[src/rtl/deq_pkg.sv]
// types, codes and defaults shared by the double-ended queue
`timescale 1ns / 1ps
`default_nettype none
package deq_pkg;

	localparam int DEQ_CAPACITY  = 64;
	localparam int DEQ_WORD_BITS = 32;
	localparam int GROUP_CELLS   = 8;

	localparam logic [2:0] OP_PUSH_FRONT = 3'd0;
	localparam logic [2:0] OP_PUSH_BACK  = 3'd1;
	localparam logic [2:0] OP_POP_FRONT  = 3'd2;
	localparam logic [2:0] OP_POP_BACK   = 3'd3;
	localparam logic [2:0] OP_PEEK_FRONT = 3'd4;
	localparam logic [2:0] OP_PEEK_BACK  = 3'd5;
	localparam logic [2:0] OP_CLEAR      = 3'd6;

	localparam logic [1:0] STS_DONE  = 2'd0;
	localparam logic [1:0] STS_DATA  = 2'd1;
	localparam logic [1:0] STS_EMPTY = 2'd2;
	localparam logic [1:0] STS_FULL  = 2'd3;

	typedef struct packed {
		logic [2:0]  operation;
		logic [31:0] item_value;
	} deq_in_t;

	typedef struct packed {
		logic [1:0]  status;
		logic [31:0] result_value;
		logic [6:0]  occupancy;
	} deq_out_t;

	typedef struct packed {
		logic shift_right;
		logic shift_left;
		logic push_back;
		logic pop_back;
		logic clear;
	} deq_cmd_t;

endpackage
`default_nettype wire

[src/rtl/deq_cell.sv]
// one entry of the queue: word, valid bit and neighbour shifting
`timescale 1ns / 1ps
`default_nettype none
module deq_cell
	import deq_pkg::*;
#(
	parameter int WORD_BITS = DEQ_WORD_BITS
) (
	input  wire logic                 clk,
	input  wire logic                 arst_n,
	input  wire deq_cmd_t             cmd,
	input  wire logic [WORD_BITS-1:0] push_word,
	input  wire logic [WORD_BITS-1:0] left_word,
	input  wire logic                 left_valid,
	input  wire logic [WORD_BITS-1:0] right_word,
	input  wire logic                 right_valid,
	output logic      [WORD_BITS-1:0] word,
	output logic                      valid,
	output logic      [WORD_BITS-1:0] back_word
);

	logic [WORD_BITS-1:0] word_q;
	logic                 valid_q;
	logic                 valid_next;
	logic                 is_back;
	logic                 take_push;

	assign is_back   = valid_q && !right_valid;
	assign take_push = cmd.push_back && !valid_q && left_valid;

	always_comb begin
		valid_next = valid_q;
		if (cmd.clear) begin
			valid_next = 1'b0;
		end else if (cmd.shift_right) begin
			valid_next = left_valid;
		end else if (cmd.shift_left) begin
			valid_next = right_valid;
		end else if (take_push) begin
			valid_next = 1'b1;
		end else if (cmd.pop_back && is_back) begin
			valid_next = 1'b0;
		end
	end

	always_ff @(posedge clk or negedge arst_n) begin
		if (!arst_n) begin
			valid_q <= 1'b0;
		end else begin
			valid_q <= valid_next;
		end
	end

	always_ff @(posedge clk) begin
		if (cmd.shift_right) begin
			word_q <= left_word;
		end else if (cmd.shift_left) begin
			word_q <= right_word;
		end else if (take_push) begin
			word_q <= push_word;
		end
	end

	assign word      = word_q;
	assign valid     = valid_q;
	assign back_word = is_back ? word_q : '0;

endmodule
`default_nettype wire

[src/rtl/double_ended_queue.sv]
// double-ended queue built as a shifting row of entry cells
//
//  channel   ports                    handshake
//  request   start, busy, request     taken when start is high and busy is low
//  result    done, result             one result per item, marked by done
//
// for each item, the accepting edge also registers the per-group reduction of
// the back entry, and the execute edge acts on the cell row and registers the
// result. done is high in the cycle after that edge, and a new item may be
// taken in that same cycle. the front entry always sits in cell 0, the back
// entry is the last valid cell. reset clears the valid bits and the count, no
// clearing pass. the receiver cannot stall: each result is shown for exactly
// one cycle.
`timescale 1ns / 1ps
`default_nettype none
module double_ended_queue
	import deq_pkg::*;
#(
	parameter int CAPACITY  = DEQ_CAPACITY,
	parameter int WORD_BITS = DEQ_WORD_BITS
) (
	input  wire logic    clk,
	input  wire logic    arst_n,
	input  wire logic    start,
	output logic         busy,
	input  wire deq_in_t request,
	output logic         done,
	output deq_out_t     result
);

	localparam int CNT_W  = $clog2(CAPACITY + 1);
	localparam int GROUPS = (CAPACITY + GROUP_CELLS - 1) / GROUP_CELLS;

	localparam logic PH_IDLE = 1'b0;
	localparam logic PH_EXEC = 1'b1;

	logic                 phase_q;
	logic [2:0]           op_q;
	logic [WORD_BITS-1:0] push_word_q;
	logic [CNT_W-1:0]     count_q;
	logic [CNT_W-1:0]     count_next;
	logic                 done_q;
	deq_out_t             result_q;
	deq_cmd_t             cmd;
	logic [1:0]           status_c;
	logic [WORD_BITS-1:0] value_c;
	logic                 accept;
	logic                 empty;
	logic                 full;

	logic [WORD_BITS-1:0] cell_word [CAPACITY];
	logic [CAPACITY-1:0]  cell_valid;
	logic [WORD_BITS-1:0] sel_word  [CAPACITY];
	logic [WORD_BITS-1:0] group_or  [GROUPS];
	logic [WORD_BITS-1:0] group_s1  [GROUPS];
	logic [WORD_BITS-1:0] back_word;

	assign accept = start && !busy;
	assign busy   = (phase_q == PH_EXEC);
	assign empty  = (count_q == '0);
	assign full   = (count_q == CNT_W'(CAPACITY));

	for (genvar i = 0; i < CAPACITY; i++) begin : g_cell
		logic [WORD_BITS-1:0] lw;
		logic                 lv;
		logic [WORD_BITS-1:0] rw;
		logic                 rv;
		if (i == 0) begin : g_first
			assign lw = push_word_q;
			assign lv = 1'b1;
		end else begin : g_mid
			assign lw = cell_word[i-1];
			assign lv = cell_valid[i-1];
		end
		if (i == CAPACITY - 1) begin : g_last
			assign rw = '0;
			assign rv = 1'b0;
		end else begin : g_inner
			assign rw = cell_word[i+1];
			assign rv = cell_valid[i+1];
		end
		deq_cell #(
			.WORD_BITS(WORD_BITS)
		) u_cell (
			.clk        (clk),
			.arst_n     (arst_n),
			.cmd        (cmd),
			.push_word  (push_word_q),
			.left_word  (lw),
			.left_valid (lv),
			.right_word (rw),
			.right_valid(rv),
			.word       (cell_word[i]),
			.valid      (cell_valid[i]),
			.back_word  (sel_word[i])
		);
	end

	always_comb begin
		for (int g = 0; g < GROUPS; g++) begin
			group_or[g] = '0;
			for (int j = 0; j < GROUP_CELLS; j++) begin
				if (g * GROUP_CELLS + j < CAPACITY) begin
					group_or[g] = group_or[g] | sel_word[g * GROUP_CELLS + j];
				end
			end
		end
	end

	always_ff @(posedge clk) begin
		group_s1 <= group_or;
	end

	always_comb begin
		back_word = '0;
		for (int g = 0; g < GROUPS; g++) begin
			back_word = back_word | group_s1[g];
		end
	end

	always_comb begin
		cmd        = '0;
		status_c   = STS_DONE;
		value_c    = '0;
		count_next = count_q;
		case (op_q)
			OP_PUSH_FRONT: begin
				if (full) begin
					status_c = STS_FULL;
				end else begin
					cmd.shift_right = 1'b1;
					count_next      = count_q + CNT_W'(1);
				end
			end
			OP_PUSH_BACK: begin
				if (full) begin
					status_c = STS_FULL;
				end else begin
					cmd.push_back = 1'b1;
					count_next    = count_q + CNT_W'(1);
				end
			end
			OP_POP_FRONT: begin
				if (empty) begin
					status_c = STS_EMPTY;
				end else begin
					status_c       = STS_DATA;
					value_c        = cell_word[0];
					cmd.shift_left = 1'b1;
					count_next     = count_q - CNT_W'(1);
				end
			end
			OP_POP_BACK: begin
				if (empty) begin
					status_c = STS_EMPTY;
				end else begin
					status_c     = STS_DATA;
					value_c      = back_word;
					cmd.pop_back = 1'b1;
					count_next   = count_q - CNT_W'(1);
				end
			end
			OP_PEEK_FRONT: begin
				if (empty) begin
					status_c = STS_EMPTY;
				end else begin
					status_c = STS_DATA;
					value_c  = cell_word[0];
				end
			end
			OP_PEEK_BACK: begin
				if (empty) begin
					status_c = STS_EMPTY;
				end else begin
					status_c = STS_DATA;
					value_c  = back_word;
				end
			end
			OP_CLEAR: begin
				cmd.clear  = 1'b1;
				count_next = '0;
			end
			default: begin
				count_next = count_q;
			end
		endcase
		if (phase_q != PH_EXEC) begin
			cmd        = '0;
			count_next = count_q;
		end
	end

	always_ff @(posedge clk or negedge arst_n) begin
		if (!arst_n) begin
			phase_q <= PH_IDLE;
			count_q <= '0;
			done_q  <= 1'b0;
		end else begin
			done_q  <= (phase_q == PH_EXEC);
			count_q <= count_next;
			case (phase_q)
				PH_IDLE: begin
					if (accept) begin
						phase_q <= PH_EXEC;
					end
				end
				PH_EXEC: begin
					phase_q <= PH_IDLE;
				end
				default: begin
					phase_q <= PH_IDLE;
				end
			endcase
		end
	end

	always_ff @(posedge clk) begin
		if (accept) begin
			op_q        <= request.operation;
			push_word_q <= WORD_BITS'(request.item_value);
		end
		if (phase_q == PH_EXEC) begin
			result_q.status       <= status_c;
			result_q.result_value <= 32'(value_c);
			result_q.occupancy    <= 7'(count_next);
		end
	end

	assign done   = done_q;
	assign result = result_q;

	// each taken item is followed by its done strobe
	assert property (@(posedge clk) disable iff (!arst_n)
		(start && !busy) |-> ##2 done)
		else $error("result strobe missing after accepted item");

	// count agrees with the valid bits of the cell row
	assert property (@(posedge clk) disable iff (!arst_n)
		$countones(cell_valid) == count_q)
		else $error("entry count differs from valid cells");

	// valid cells stay packed from cell 0
	assert property (@(posedge clk) disable iff (!arst_n)
		((cell_valid + CAPACITY'(1)) & cell_valid) == '0)
		else $error("gap in the valid cell row");

	// a refused push leaves the count alone
	assert property (@(posedge clk) disable iff (!arst_n)
		(busy && full && (op_q == OP_PUSH_FRONT || op_q == OP_PUSH_BACK))
		|=> count_q == $past(count_q))
		else $error("push on full queue changed the count");

endmodule
`default_nettype wire
[config.mk]
export PLATFORM = sky130hd
export DESIGN_NAME = double_ended_queue
export DESIGN_NICKNAME = d
export VERILOG_FILES = /design/src/rtl/deq_pkg.sv /design/src/rtl/deq_cell.sv /design/src/rtl/double_ended_queue.sv
export SDC_FILE = /design/constraint.sdc
export NUM_CORES = 2
export LEC_CHECK = 0
export BUFFER_PORTS_ARGS = -buffer_cell sky130_fd_sc_hd__buf_2
export CORE_MARGIN = 1.5
export CORE_UTILIZATION = 55
export DETAILED_ROUTE_END_ITERATION = 12
export PLACE_DENSITY = 0.68
export SYNTH_ARGS = -nofsm -noshare
export SYNTH_HDL_FRONTEND = slang
export SYNTH_HIERARCHICAL = 1
export SYNTH_SLANG_ARGS = --single-unit
[constraint.sdc]
create_clock -name clk -period 31 [get_ports clk]
set_input_delay 0 -clock clk [delete_from_list [all_inputs] [get_ports clk]]
set_output_delay 0 -clock clk [all_outputs]
set_load 0.02 [all_outputs]
==> reports/results.tsv <==
metric	value	unit
antenna violations before repair	38	
global-route wire length before repair	687	mm
Final Hold Vio Count	0	
Nets	13100	
Slew Limit Fails	2	
vias in the first global route	103000	
mapped cell area	138000	um2
worst-skew pair later-pin latency	0.95	ns
Max Cap Violations	2	
Die Wd	503	um
VDD IR max	64.5	uV
DIE AREA	253000	um2
drt pass-1 iters	7	
Post-Syn Instances	13200	
crit path launch type	flop	
violated checks	capacitance limit, slew limit	
vias post-DR	107000	
CTS clock-pin slew for the worst setup and hold paths	0.06	ns
number of synthesized register bits	2453	
Final HPWL DP	308	mm
cells along the critical path	inv_1, ha_1, nor3b_1, a311o_1, nor2_4, buf_4, buf_4, buf_4, buf_4, buf_4, buf_4, o21ai_1	
Clock Path Buffers	4	
P_leak	46.7	nW
die height	503	um
CTS sink cnt	2453	
required time at the worst-slack endpoint	31.62	ns
Num CTS Buffers	294	
RD Place Congestion	0.917	
Buf/Inv on CP	7	
ys async rst share	2.98	%
vias per std cell	6.42	
total power	10.3	mW
PwrDens	69.1	nW/um2
library cells used by synthesis	54	
Final Skew	0.0883	ns
post-route antenna net violation count	0	
CTS resizes	0	
largest net degree at the start of global routing	222	
CTS tree	done	
Final Util	60.1	%
Tcrit/Tclk final	23.6	%
finished layout cell area	150000	um2
H-tree depth	5	
area delta synth->final	8.60	%
CP top delay family	buffers and inverters	
Worst Setup End Kind	flop	
critical path fanouts, max	113	
Ys Warns	6	
setup violators final	0	
CP peak stage delay	0.93	ns
Worst path slowest cell	buf_4	
crit path time final	7.33	ns
All-Layer GR Usage	36.7	%
wire per inst	28.8	um
dominant synthesized flop cell	edfxtp_1	
Setup TNS	0	ns
share of cells above drive strength 1	7.12	%
cell mode on critical path	buf_4	
Mean Syn Cell Area	10.4	um2
final WL	478	mm
CP arrival	7.95	ns
Worst-Margin Slew	1.63	ns
FP Rows	183	
type of the worst setup path	reg -> reg	
PortBufs	80	
core area	249000	um2
placed inst area	140000	um2
RSZ-0062 raised after global routing	false	
register area share after synthesis	51.4	%
Starting Density	55.3	%
WHS	0.117	ns
Root Buffer	clkbuf_16	
Hold Crit Class	in -> async	
status	complete, but fails checks	
Residual DRC	0	
Max Freq	0.136	GHz
Post-synth EDFFs	2124	
initial DRC count	13200	
number of I/O pins	81	
total global routing overflow	0	
Rel. slew slack	-9.85	%
cell usage in the layout, fill, tap and decap left out, drive strengths merged, types with 2 or more instances in the layout:
master / netlist / final
a21oi: 5 / 5
mux2i: 2048 / 2048
clkinvlp: 0 / 5
o21ai: 2114 / 2114
ha: 2 / 2
clkbuf: 205 / 417
nand2: 2411 / 2411
conb: 2 / 37
and2: 2049 / 2049
nand3: 3 / 3
nor4: 577 / 577
dfxtp: 256 / 256
a221oi: 64 / 64
o31ai: 2 / 2
a22oi: 32 / 32
buf: 710 / 339
nor2: 170 / 170
a32o: 64 / 64
nor2b: 131 / 131
nor3: 9 / 9
edfxtp: 2124 / 2124
bufinv: 0 / 16
o21a: 2 / 2
nand2b: 68 / 68
dfrtp: 73 / 73
inv: 68 / 76
diode: 0 / 23
dlygate4sd3: 0 / 73
clkinv: 0 / 65
stage by stage:
step	instances	worst slack (ns)
6_report	16600	23.67
5_1_grt	16600	23.36
4_1_cts	16600	23.89
3_5_place_dp	16000	23.96
3_3_place_gp	16000	24.02
2_1_floorplan	13200	18.31
synth_stat cells (68+ instances only):
master	instances	area share, %
nor2_1	170	0.46
dfrtp_1	73	1.3
and2_1	2049	9.3
clkbuf_1	205	0.56
nand2_1	2411	6.6
o21ai_1	2112	7.7
dfxtp_1	256	3.7
mux2i_1	2048	15
inv_1	68	0.19
nor2b_1	131	0.60
buf_2	389	1.4
nor4_1	577	2.6
buf_6	256	2.1
nand2b_1	68	0.31
edfxtp_1	2124	46
final timing paths:
check | startpoint | endpoint | slack, ns | cells past startpoint
setup / recovery | count_q[0] | g_cell[58].u_cell/word[22] | 23.67 | 12
hold / removal | arst_n | count_q[1] | 0.12 | 3
setup reg to reg | count_q[0] | g_cell[58].u_cell/word[22] | 23.67 | 12
hold reg to reg | g_cell[31].u_cell/word[30] | g_cell[32].u_cell/word[30] | 0.53 | 2
max in group asynchronous | arst_n | g_cell[63].u_cell/valid | 28.94 | 5
min in group clk | start | busy | 0.13 | 3
worst reg2reg max path: stages (launching register included):
cell,delay [ns]
dfrtp_1,0.44
inv_1,0.10
ha_1,0.26
nor3b_1,0.21
a311o_1,0.51
nor2_4,0.68
buf_4,0.74
buf_4,0.83
buf_4,0.69
buf_4,0.84
buf_4,0.55
buf_4,0.94
o21ai_1,0.22
layout make-up:
cell class | count | area [um2]
Fill cell | 20600 | 99300
Sequential cell | 2453 | 70700
Multi-Input combinational cell | 9813 | 61900
Clock buffer | 417 | 8400
Tap cell | 3330 | 4170
Timing Repair Buffer | 412 | 3200
Clock inverter | 94 | 883
Inverter | 68 | 255
Antenna cell | 23 | 57.6
flip-flops by register name (all words and copies together) (netlist names):
| register | count |
|---|---|
| g_cell.u_cell/valid | 64 |
| op_q | 3 |
| done | 1 |
| g_cell.lw | 32 |
| busy | 1 |
| result | 41 |
| group_s1 | 256 |
| g_cell.u_cell/word | 2048 |
| count_q | 7 |
metal layers:
| metal | vias to the layer above | global-route usage (%) | share of wire (%) |
|---|---|---|---|
| li1 | 46800 | - | - |
| met1 | 52600 | 45.5 | 37 |
| met2 | 5802 | 57.6 | 46 |
| met3 | 1344 | 6.49 | 9.1 |
| met4 | 10 | 26.8 | 8.1 |
| met5 | - | 0 | 0.012 |
cell families (layout without fill, tap and decap cells):
family          after synthesis  in the layout  share of synthesized area [%]
other cells                   2             60                        0.00545
compound gates             2298           2298                           9.16
xor+xnor                      2              2                         0.0127
fa+ha+maj                     2              2                         0.0182
simple gates               5426           5426                           20.0
flops                      2453           2453                           51.4
buf+inv                     983            991                           4.60
mux                        2048           2048                           14.9
power by group:
group          switching (mW)  leakage [nW]  internal (mW)  total (mW)
Clock                    1.40          4.56           2.01        3.42
Sequential              0.428          22.5           4.01        4.44
Combinational            1.67          19.6          0.813        2.48
Total                    3.50          46.7           6.84        10.3
repair_timing:
action / CTS / global route
hold endpoints to repair: 117 / 0
hold buffers: 73 / 0
setup endpoints to repair: 0 / 0
setup buffers: 0 / 0
No activity file was read; power rests on OpenSTA's default activity.
